`src/sv/ibp_pkg.sv`:
```
// Shared types, constants and coefficient tables for the IIR bandpass unit.
// No dependencies; imported by every module of the block.
package ibp_pkg;

   localparam int NUM_COEFS   = 13;
   localparam int SAMPLE_BITS = 24;
   localparam int COEF_BITS   = 64;
   localparam int COEF_FRAC   = 54;
   localparam int Z_FRAC      = 24;
   localparam int PROD_SHIFT  = COEF_FRAC - Z_FRAC;
   localparam int HALF_BITS   = COEF_BITS / 2;
   localparam int PP_BITS     = SAMPLE_BITS + HALF_BITS;
   localparam int FULL_BITS   = SAMPLE_BITS + COEF_BITS;
   localparam int MAG_BITS    = FULL_BITS - PROD_SHIFT;
   localparam int PMAG_BITS   = COEF_BITS - 1;
   localparam int ACC_BITS    = 64;
   localparam int SUM_BITS    = ACC_BITS + 2;
   localparam int Q_BITS      = ACC_BITS + 1 - Z_FRAC;
   localparam int Z_DEPTH     = (NUM_COEFS > 1) ? NUM_COEFS - 1 : 1;
   localparam int IDX_BITS    = (NUM_COEFS > 1) ? $clog2(NUM_COEFS) : 1;
   localparam int ZIDX_BITS   = (Z_DEPTH > 1) ? $clog2(Z_DEPTH) : 1;
   localparam int SRC_LEN     = 13;

   localparam logic [COEF_BITS-1:0] POS_MAX = {1'b0, {(COEF_BITS-1){1'b1}}};

   typedef logic signed [COEF_BITS-1:0] coef_table_type [NUM_COEFS];

   typedef enum logic [2:0] {
      ST_IDLE,
      ST_MUL_LO,
      ST_MUL_HI,
      ST_MUL_RND,
      ST_ACC_Y,
      ST_OUT_Y,
      ST_SUB_A,
      ST_WRITE_Z
   } state_type;

   typedef enum logic [1:0] {
      TERM_Y,
      TERM_B,
      TERM_A
   } term_type;

   typedef enum logic [1:0] {
      MUL_NONE,
      MUL_LO,
      MUL_HI,
      MUL_RND
   } mul_phase_type;

   typedef enum logic [2:0] {
      ACC_NONE,
      ACC_LOAD_P,
      ACC_ADD_P,
      ACC_SUB_P,
      ACC_ADD_Z
   } acc_op_type;

   typedef struct packed {
      logic                x_load;
      mul_phase_type       mul_phase;
      logic                use_y;
      logic                use_den;
      logic [IDX_BITS-1:0] coef_idx;
      acc_op_type          acc_op;
      logic                z_write;
      logic                y_load;
   } ctrl_cmd_type;

   typedef struct packed {
      logic rsp_free;
   } ctrl_status_type;

   // decimal source values: mantissa * 10^-exp
   localparam longint B_MANT [SRC_LEN] = '{
      64'sd196388456, 64'sd0, -64'sd117833074, 64'sd0, 64'sd294582684, 64'sd0,
      -64'sd392776912, 64'sd0, 64'sd294582684, 64'sd0, -64'sd117833074, 64'sd0,
      64'sd196388456
   };
   localparam int unsigned B_EXP [SRC_LEN] = '{15, 0, 14, 0, 14, 0, 14, 0, 14, 0, 14, 0, 15};

   localparam longint A_MANT [SRC_LEN] = '{
      64'sd1, -64'sd973518949, 64'sd4489144749, -64'sd12927097137,
      64'sd25844035421, -64'sd37747482575, 64'sd41276768439, -64'sd34041377444,
      64'sd21018376234, -64'sd9481159027, 64'sd2969275540, -64'sd580722751,
      64'sd53800442
   };
   localparam int unsigned A_EXP [SRC_LEN] = '{0, 8, 8, 8, 8, 8, 8, 8, 8, 8, 8, 8, 8};

   // Exact round-half-away-from-zero of mant * 10^-exp10 * 2^54, by restoring long division, clamped to POS_MAX
   function automatic logic signed [COEF_BITS-1:0] to_q54(longint mant, int unsigned exp10);
      logic [63:0]  d;
      logic [63:0]  n;
      logic [64:0]  r;
      logic [127:0] q;
      logic [63:0]  qs;
      logic         bit_in;
      int           i;
      d = 64'd1;
      for (i = 0; i < 18; i++) begin
         if (i < int'(exp10)) d = d * 64'd10;
      end
      n = (mant < 0) ? 64'(-mant) : 64'(mant);
      r = '0;
      q = '0;
      for (i = 0; i < 64 + COEF_FRAC; i++) begin
         bit_in = (i < 64) ? n[63 - i] : 1'b0;
         r = {r[63:0], bit_in};
         q = {q[126:0], 1'b0};
         if (r >= {1'b0, d}) begin
            r = r - {1'b0, d};
            q[0] = 1'b1;
         end
      end
      if ({r, 1'b0} >= {2'b00, d}) q = q + 128'd1;
      if (q > 128'(POS_MAX)) q = 128'(POS_MAX);
      qs = q[63:0];
      return (mant < 0) ? -qs : qs;
   endfunction

   function automatic coef_table_type build_table(logic den);
      coef_table_type t;
      int             k;
      for (k = 0; k < NUM_COEFS; k++) begin
         if (k < SRC_LEN)
            t[k] = den ? to_q54(A_MANT[k], A_EXP[k]) : to_q54(B_MANT[k], B_EXP[k]);
         else
            t[k] = '0;
      end
      return t;
   endfunction

   localparam coef_table_type NUM_TABLE = build_table(1'b0);
   localparam coef_table_type DEN_TABLE = build_table(1'b1);

endpackage

```
`src/sv/ibp_ctrl.sv`:
```
// Sequencer for the IIR bandpass unit: walks the multiply/accumulate schedule.
// Depends on ibp_pkg; drives ibp_dp through ctrl_cmd_type.
module ibp_ctrl (
   input  logic                    clock,
   input  logic                    reset,
   input  logic                    req_valid,
   output logic                    req_stall,
   input  ibp_pkg::ctrl_status_type status,
   output ibp_pkg::ctrl_cmd_type   cmd
);
   import ibp_pkg::*;

   state_type           state_ff, state_in;
   term_type            term_ff, term_in;
   logic [IDX_BITS-1:0] k_ff, k_in;

   localparam logic [IDX_BITS-1:0] K_LAST = IDX_BITS'(NUM_COEFS - 1);

   always_ff @(posedge clock) begin
      if (reset) begin
         state_ff <= ST_IDLE;
         term_ff  <= TERM_Y;
         k_ff     <= '0;
      end else begin
         state_ff <= state_in;
         term_ff  <= term_in;
         k_ff     <= k_in;
      end
   end

   // next state
   always_comb begin
      state_in = state_ff;
      term_in  = term_ff;
      k_in     = k_ff;
      unique case (state_ff)
         ST_IDLE: begin
            if (req_valid) begin
               state_in = ST_MUL_LO;
               term_in  = TERM_Y;
               k_in     = '0;
            end
         end
         ST_MUL_LO:  state_in = ST_MUL_HI;
         ST_MUL_HI:  state_in = ST_MUL_RND;
         ST_MUL_RND: begin
            unique case (term_ff)
               TERM_Y: state_in = ST_ACC_Y;
               TERM_B: begin
                  state_in = ST_MUL_LO;
                  term_in  = TERM_A;
               end
               TERM_A:  state_in = ST_SUB_A;
               default: state_in = ST_IDLE;
            endcase
         end
         ST_ACC_Y:   state_in = ST_OUT_Y;
         ST_OUT_Y: begin
            if (status.rsp_free) begin
               if (NUM_COEFS > 1) begin
                  state_in = ST_MUL_LO;
                  term_in  = TERM_B;
                  k_in     = IDX_BITS'(1);
               end else begin
                  state_in = ST_IDLE;
               end
            end
         end
         ST_SUB_A:   state_in = ST_WRITE_Z;
         ST_WRITE_Z: begin
            if (k_ff == K_LAST) begin
               state_in = ST_IDLE;
            end else begin
               state_in = ST_MUL_LO;
               term_in  = TERM_B;
               k_in     = k_ff + IDX_BITS'(1);
            end
         end
         default: state_in = ST_IDLE;
      endcase
   end

   // outputs
   always_comb begin
      cmd           = '0;
      cmd.mul_phase = MUL_NONE;
      cmd.acc_op    = ACC_NONE;
      cmd.coef_idx  = k_ff;
      cmd.use_y     = (term_ff == TERM_A);
      cmd.use_den   = (term_ff == TERM_A);
      req_stall     = 1'b1;
      unique case (state_ff)
         ST_IDLE: begin
            req_stall  = 1'b0;
            cmd.x_load = req_valid;
         end
         ST_MUL_LO: begin
            cmd.mul_phase = MUL_LO;
            // numerator product is already in the product register
            if (term_ff == TERM_A) cmd.acc_op = ACC_LOAD_P;
         end
         ST_MUL_HI:  cmd.mul_phase = MUL_HI;
         ST_MUL_RND: cmd.mul_phase = MUL_RND;
         ST_ACC_Y:   cmd.acc_op    = ACC_ADD_P;
         ST_OUT_Y:   cmd.y_load    = status.rsp_free;
         ST_SUB_A:   cmd.acc_op    = ACC_SUB_P;
         ST_WRITE_Z: begin
            cmd.acc_op  = ACC_ADD_Z;
            cmd.z_write = 1'b1;
         end
         default: cmd = '0;
      endcase
   end

endmodule

```
`src/sv/ibp_dp.sv`:
```
// Datapath of the IIR bandpass unit: shared 24x32 multiplier, saturating
// accumulator, delay line and output register. Depends on ibp_pkg.
module ibp_dp (
   input  logic                                clock,
   input  logic                                reset,
   input  ibp_pkg::ctrl_cmd_type               cmd,
   output ibp_pkg::ctrl_status_type            status,
   input  logic signed [ibp_pkg::SAMPLE_BITS-1:0] req_sample_in,
   output logic                                rsp_valid,
   input  logic                                rsp_stall,
   output logic signed [ibp_pkg::SAMPLE_BITS-1:0] rsp_sample_out,
   output logic                                rsp_clipped
);
   import ibp_pkg::*;

   localparam logic signed [ACC_BITS-1:0] ACC_MAX = {1'b0, {(ACC_BITS-1){1'b1}}};
   localparam logic signed [ACC_BITS-1:0] ACC_MIN = {1'b1, {(ACC_BITS-1){1'b0}}};
   localparam logic signed [SAMPLE_BITS-1:0] Y_MAX = {1'b0, {(SAMPLE_BITS-1){1'b1}}};
   localparam logic signed [SAMPLE_BITS-1:0] Y_MIN = {1'b1, {(SAMPLE_BITS-1){1'b0}}};

   logic signed [SAMPLE_BITS-1:0] x_ff, x_in, y_ff, y_in;
   logic [PP_BITS-1:0]            lo_ff, hi_ff;
   logic                          neg_ff;
   logic [PMAG_BITS-1:0]          p_mag_ff, p_mag_in;
   logic                          p_neg_ff;
   logic signed [ACC_BITS-1:0]    acc_ff, acc_in;
   logic signed [ACC_BITS-1:0]    z_ff [Z_DEPTH];
   logic                          rsp_valid_ff, rsp_valid_in;
   logic signed [SAMPLE_BITS-1:0] rsp_sample_ff;
   logic                          rsp_clipped_ff;

   // multiplier operands
   logic signed [SAMPLE_BITS-1:0] s;
   logic [SAMPLE_BITS-1:0]        s_mag;
   logic signed [COEF_BITS-1:0]   c;
   logic [COEF_BITS-1:0]          c_mag;
   logic [HALF_BITS-1:0]          half;
   logic [PP_BITS-1:0]            pp;
   logic [FULL_BITS-1:0]          full;
   logic [MAG_BITS-1:0]           mag_wide;

   assign s     = cmd.use_y ? y_ff : x_ff;
   assign s_mag = s[SAMPLE_BITS-1] ? (~s + 1'b1) : s;
   assign c     = cmd.use_den ? DEN_TABLE[cmd.coef_idx] : NUM_TABLE[cmd.coef_idx];
   assign c_mag = c[COEF_BITS-1] ? (~c + 1'b1) : c;
   assign half  = (cmd.mul_phase == MUL_HI) ? c_mag[COEF_BITS-1:HALF_BITS]
                                            : c_mag[HALF_BITS-1:0];
   assign pp    = PP_BITS'(s_mag) * PP_BITS'(half);

   // recombine halves, round half away from zero on the magnitude
   assign full     = {hi_ff, {HALF_BITS{1'b0}}} + FULL_BITS'(lo_ff)
                     + (FULL_BITS'(1) << (PROD_SHIFT - 1));
   assign mag_wide = full[FULL_BITS-1:PROD_SHIFT];
   assign p_mag_in = (128'(mag_wide) > 128'(POS_MAX)) ? {PMAG_BITS{1'b1}}
                                                      : PMAG_BITS'(mag_wide);

   // delay line access
   logic                         z_hit;
   logic [ZIDX_BITS-1:0]         rd_idx, wr_idx;
   logic [IDX_BITS-1:0]          wr_full;
   logic signed [ACC_BITS-1:0]   z_rd;

   assign z_hit   = (NUM_COEFS > 1) && (cmd.coef_idx < IDX_BITS'(Z_DEPTH));
   assign rd_idx  = z_hit ? cmd.coef_idx[ZIDX_BITS-1:0] : '0;
   assign z_rd    = z_hit ? z_ff[rd_idx] : '0;
   assign wr_full = cmd.coef_idx - IDX_BITS'(1);
   assign wr_idx  = wr_full[ZIDX_BITS-1:0];

   // saturating adder
   logic signed [SUM_BITS-1:0] add_a, add_b, sum;
   logic                       add_sub;
   logic signed [ACC_BITS-1:0] sum_sat;

   always_comb begin
      add_a   = '0;
      add_b   = '0;
      add_sub = 1'b0;
      unique case (cmd.acc_op)
         ACC_NONE: begin
            add_a = '0;
         end
         ACC_LOAD_P: begin
            add_b   = SUM_BITS'(p_mag_ff);
            add_sub = p_neg_ff;
         end
         ACC_ADD_P: begin
            add_a   = SUM_BITS'(z_rd);
            add_b   = SUM_BITS'(p_mag_ff);
            add_sub = p_neg_ff;
         end
         ACC_SUB_P: begin
            add_a   = SUM_BITS'(acc_ff);
            add_b   = SUM_BITS'(p_mag_ff);
            add_sub = ~p_neg_ff;
         end
         ACC_ADD_Z: begin
            add_a = SUM_BITS'(z_rd);
            add_b = SUM_BITS'(acc_ff);
         end
         default: add_a = '0;
      endcase
   end

   assign sum = add_a + (add_sub ? ~add_b : add_b) + SUM_BITS'(add_sub);

   always_comb begin
      if (sum[SUM_BITS-1:ACC_BITS-1] == '0 || sum[SUM_BITS-1:ACC_BITS-1] == '1)
         sum_sat = sum[ACC_BITS-1:0];
      else
         sum_sat = sum[SUM_BITS-1] ? ACC_MIN : ACC_MAX;
   end

   assign acc_in = (cmd.acc_op == ACC_LOAD_P || cmd.acc_op == ACC_ADD_P ||
                    cmd.acc_op == ACC_SUB_P) ? sum_sat : acc_ff;

   // output rounding: round half up by 2^24, then clip to the sample width
   logic signed [ACC_BITS:0]           y_round;
   logic signed [Q_BITS-1:0]           q;
   logic [Q_BITS-SAMPLE_BITS:0]        q_top;
   logic                               y_clip;

   assign y_round = {acc_ff[ACC_BITS-1], acc_ff} + ((ACC_BITS + 1)'(1) << (Z_FRAC - 1));
   assign q       = y_round[ACC_BITS:Z_FRAC];
   assign q_top   = q[Q_BITS-1:SAMPLE_BITS-1];
   assign y_clip  = !(q_top == '0 || q_top == '1);
   assign y_in    = !y_clip ? q[SAMPLE_BITS-1:0] : (q[Q_BITS-1] ? Y_MIN : Y_MAX);

   assign x_in = cmd.x_load ? req_sample_in : x_ff;

   assign status.rsp_free = !rsp_valid_ff || !rsp_stall;
   assign rsp_valid_in    = cmd.y_load ? 1'b1 : (rsp_valid_ff && rsp_stall);

   always_ff @(posedge clock) begin
      x_ff <= x_in;
      if (cmd.mul_phase == MUL_LO) begin
         lo_ff  <= pp;
         neg_ff <= s[SAMPLE_BITS-1] ^ c[COEF_BITS-1];
      end
      if (cmd.mul_phase == MUL_HI) hi_ff <= pp;
      if (cmd.mul_phase == MUL_RND) begin
         p_mag_ff <= p_mag_in;
         p_neg_ff <= neg_ff;
      end
      acc_ff <= acc_in;
      if (cmd.y_load) begin
         y_ff           <= y_in;
         rsp_sample_ff  <= y_in;
         rsp_clipped_ff <= y_clip;
      end
   end

   always_ff @(posedge clock) begin
      if (reset) begin
         rsp_valid_ff <= 1'b0;
         for (int i = 0; i < Z_DEPTH; i++) z_ff[i] <= '0;
      end else begin
         rsp_valid_ff <= rsp_valid_in;
         if (cmd.z_write) z_ff[wr_idx] <= sum_sat;
      end
   end

   assign rsp_valid      = rsp_valid_ff;
   assign rsp_sample_out = rsp_sample_ff;
   assign rsp_clipped    = rsp_clipped_ff;

endmodule

```
`src/sv/iir_bandpass_df2t_unit.sv`:
```
// 12th-order IIR bandpass, direct form II transposed, fixed point; top level.
// A new request is taken only when the previous one has finished all its taps,
// as the single 24x32 multiplier forms each product in lo, hi and round steps.
// Reset (synchronous, active high) clears the delay line, FSM and response valid.
// Depends on ibp_pkg, ibp_ctrl and ibp_dp.
module iir_bandpass_df2t_unit (
   input  logic                                   clock,
   input  logic                                   reset,
   input  logic                                   req_valid,
   output logic                                   req_stall,
   input  logic signed [ibp_pkg::SAMPLE_BITS-1:0] req_sample_in,
   output logic                                   rsp_valid,
   input  logic                                   rsp_stall,
   output logic signed [ibp_pkg::SAMPLE_BITS-1:0] rsp_sample_out,
   output logic                                   rsp_clipped
);
   import ibp_pkg::*;

   ctrl_cmd_type    cmd;
   ctrl_status_type status;

   // Sequencer: per request it first forms y = z0 + b0*x, hands y to the
   // response register (waiting only if the previous response is still held),
   // then for each tap computes b*x, a*y and updates the delay element.
   ibp_ctrl u_ctrl (
      .clock     (clock),
      .reset     (reset),
      .req_valid (req_valid),
      .req_stall (req_stall),
      .status    (status),
      .cmd       (cmd)
   );

   // Datapath: the multiplier splits each coefficient into two 32-bit halves;
   // the accumulator saturates every sum to 64 bits; the response register
   // parts the two sides so a waiting response does not block the taps.
   ibp_dp u_dp (
      .clock          (clock),
      .reset          (reset),
      .cmd            (cmd),
      .status         (status),
      .req_sample_in  (req_sample_in),
      .rsp_valid      (rsp_valid),
      .rsp_stall      (rsp_stall),
      .rsp_sample_out (rsp_sample_out),
      .rsp_clipped    (rsp_clipped)
   );

endmodule

```
`config.mk`:
```
export PLATFORM = sky130hd
export DESIGN_NAME = iir_bandpass_df2t_unit
export DESIGN_NICKNAME = d
export VERILOG_FILES = /design/src/sv/ibp_pkg.sv /design/src/sv/ibp_ctrl.sv /design/src/sv/ibp_dp.sv /design/src/sv/iir_bandpass_df2t_unit.sv
export SDC_FILE = /design/constraint.sdc
export NUM_CORES = 2
export LEC_CHECK = 0
export BUFFER_PORTS_ARGS = -buffer_cell sky130_fd_sc_hd__buf_4
export CAP_MARGIN = 10
export CORE_AREA = 3 3 422 424
export CTS_CLUSTER_DIAMETER = 200
export DETAILED_ROUTE_END_ITERATION = 8
export DIE_AREA = 0 0 425 427
export HOLD_SLACK_MARGIN = 0.1
export PLACE_DENSITY = 0.62
export SYNTH_ARGS = -nofsm -noshare
export SYNTH_HDL_FRONTEND = slang
export SYNTH_SLANG_ARGS = --single-unit
```
`constraint.sdc`:
```
create_clock -name clock -period 15.15 [get_ports clock]
set_input_delay 1.515 -clock clock [delete_from_list [all_inputs] [get_ports clock]]
set_output_delay 1.515 -clock clock [all_outputs]
set_load 0.05 [all_outputs]
```
==> reports/results.ini <==
[synth]
leading_area_contributor_after_synthesis=edfxtp_1
synth.yosys.warnings=0
synthCells=7681
syn-mean-instance-area_sq_um=10.22
ys_async_rst_share_pct=0
synth.most_common_cell=nor2_1
netlist_area_sq_mm=0.07849
synth.top_cells.by_area=edfxtp_1 (39%), fa_1 (17%), nor2_1 (5.5%)
synthesis_stage_register_bit_count=1034
post_synth_most_frequent_cells=nor2_1 (1158), edfxtp_1 (1024), inv_1 (867)
number_of_enable_flip_flop_cells_after_synthesis=1024
area_fraction_of_the_dominant_cell_type_after_synthesis_pct=39.18
synth.distinct_cells=87
primary_flip_flop_cell_chosen_by_synthesis_mapping=edfxtp_1
sequential_cell_area_fraction_in_the_yosys_report_pct=39.43
syn_nets=8659

[sta]
setup_tns_ns=0
post-route-min-period_ns=12.04
report.final.setup_viol=0
timing.final.max_slew_violations=0
worstMarginPinSlew_ns=1.325
upper_clock_frequency_limit_ghz=0.08305
timing.max_slew.rel_slack_pct=9.110
grt_setup_unrepaired=false
timing.final.hold_violations=0
timing.final.crit_share_pct=79.47
final.setup_skew_ns=0.02651

[clock_tree]
clk_transition_reported_paths_ns=0.07
cts_resized=0
cts.root.buffer_cell=clkbuf_16
number_of_buffers_added_to_fix_hold_violations_after_cts=0
post-cts-setup-buffer-count=0
cts_htree_levels=3
tritoncts=yes
tritoncts.num_buffers=101
cts.sink_count=1034
cts_buffer_depth=3
clk-insertion-delay-late_ns=0.74

[die]
die-height_um=427
chipWidth_um=425
rows=153
std_cell_core_area_sq_mm=0.1742
die_outline_area_sq_mm=0.1815
start_util_pct=45.06
top_level_ports=55

[critical_path]
cp_class=flop to flop
path_depth=34
startpoint_type=flop
crit_path_end=u_dp.lo_ff[51]$_DFFE_PN_
setup.worst_path.start=u_ctrl.term_ff[0]$_SDFFE_PP0P_
worstRegToRegCells=34
worst_path_max_delay_cell=clkinv_1
regToRegSetupSlack_ns=3.11
worst_ep_arrival_time_ns=12.50
crit_top_cell=fa_1
timing.rr.start=u_ctrl.term_ff[0]$_SDFFE_PP0P_
max_stage_delay_ns=0.91
critPathTopFamily=adder cells
cp.required_ns=15.61
crit_buf_inv=7
critical_path.reg2reg.endpoint=u_dp.lo_ff[51]$_DFFE_PN_
critPathMaxFanout=32
endpoint_kind=flop

[detailed_routing]
drtIter0Drc=6690
antenna_left=0
avgRoutedWirePerCell_um=26.89
routed_wl_um=265500
detailedRoute.firstPassIterationCount=8
vias_per_cell=6.001
vias=59265
drt_drc_violations_left=0

[worst_hold_path]
hp-class=flop to flop

[global_route]
wire_length_of_the_first_global_routing_pass_um=392000
maximum_number_of_pins_on_one_net_before_global_route_repair=98
track_usage_pct=29.03
grt_overflow_total=0
grt_pass1_vias=59660
number_of_antenna_violations_at_the_first_check_in_global_routing=9

[cells_and_area]
areaGrowthSynthToFinish_pct=8.077
seq_area_sq_mm=0.03096
fillerInstances=15926
area_of_the_multi_input_gates_sq_mm=0.04288
fin_nets=8446
final_layout_size_suffix_gt1_share_pct=7.629

[placement]
routabilityCongestion=1.030
place_hpwl_um=186000
port_buffers=54

[job]
cap_violations=0

[outcome]
run_status=finished, final reports clean

[state kept, by name (all words and copies together) (netlist names), 3 cells and up]
| name | cells |
|---|---|
| u_dp.p_mag_ff | 58 |
| u_dp.acc_ff | 64 |
| u_ctrl.state_ff | 3 |
| u_dp.x_ff | 24 |
| u_ctrl.k_ff | 4 |
| u_dp.hi_ff | 56 |
| u_dp.rsp_sample_out | 24 |
| u_dp.z_ff | 768 |
| u_dp.lo_ff | 27 |
[cell type report]
| class | instances | area share (%) |
|---|---|---|
| multi-input combinational | 5232 | 50.54 |
| inverter | 891 | 3.942 |
| antenna | 1 | 0.002950 |
| timing repair buffer | 208 | 1.870 |
| clock inverter | 60 | 0.6283 |
| clock buffer | 125 | 3.086 |
| tap | 2325 | 3.429 |
| sequential | 1034 | 36.50 |
[layout by cell type (no fill, tap or decap), types with 68 or more instances in the layout]
cell type	n
mux2i_1	346
o21ai_0	225
inv_1	865
nand3_1	85
nor3_1	104
nand2_1	697
xnor2_1	185
buf_4	206
ha_1	291
xor2_1	95
a21o_1	68
nor2_1	1157
a21oi_1	238
a221oi_1	118
fa_1	659
edfxtp_1	1024
clkbuf_16	101
[worst min-delay path by stage]
stage	from	endpoint	depth (start not counted)
after detailed placement	u_dp.neg_ff$_DFFE_PN_	u_dp.p_neg_ff$_DFFE_PN_	0
after global placement	u_dp.neg_ff$_DFFE_PN_	u_dp.p_neg_ff$_DFFE_PN_	0
after floorplan	u_dp.neg_ff$_DFFE_PN_	u_dp.p_neg_ff$_DFFE_PN_	0
after global routing	u_dp.neg_ff$_DFFE_PN_	u_dp.p_neg_ff$_DFFE_PN_	0
after CTS	u_dp.neg_ff$_DFFE_PN_	u_dp.p_neg_ff$_DFFE_PN_	0
final	u_dp.neg_ff$_DFFE_PN_	u_dp.p_neg_ff$_DFFE_PN_	0
[metrics by stage]
step	std cells	utilization, %	hold slack, ns	instance area (sq um)	setup slack (ns)
floorplan	7681	-	0.4003	78490	5.132
global placement	9686	46.86	0.4075	81640	3.217
detailed placement	9686	46.87	0.4201	81650	2.920
CTS	9871	48.68	0.4364	84800	2.903
global route	9876	48.70	0.4674	84830	2.322
finish	9876	48.70	0.4383	84830	3.110
[kinds of logic after synthesis]
family / Yosys count / synth area share [%]
XOR/XNOR: 328 / 3.684
AND/OR/NAND/NOR: 2393 / 12.94
flip-flops: 1034 / 39.43
AO/OA/AOI/OAI: 1176 / 10.17
multiplexers: 385 / 5.374
adder cells (fa/ha/maj): 950 / 21.45
buffers and inverters: 1415 / 6.956
[routing by layer]
metal,up-vias,part of all wire [%],global-route usage [%]
li1,25488,-,-
met1,30015,38,37.44
met2,3011,48,47.93
met3,743,8.4,4.589
met4,8,5.4,13.87
met5,-,0.023,0
Power is left out: the tool's default activity adds up to more than one toggle a clock period on the data nets, which glitch-free logic cannot reach.
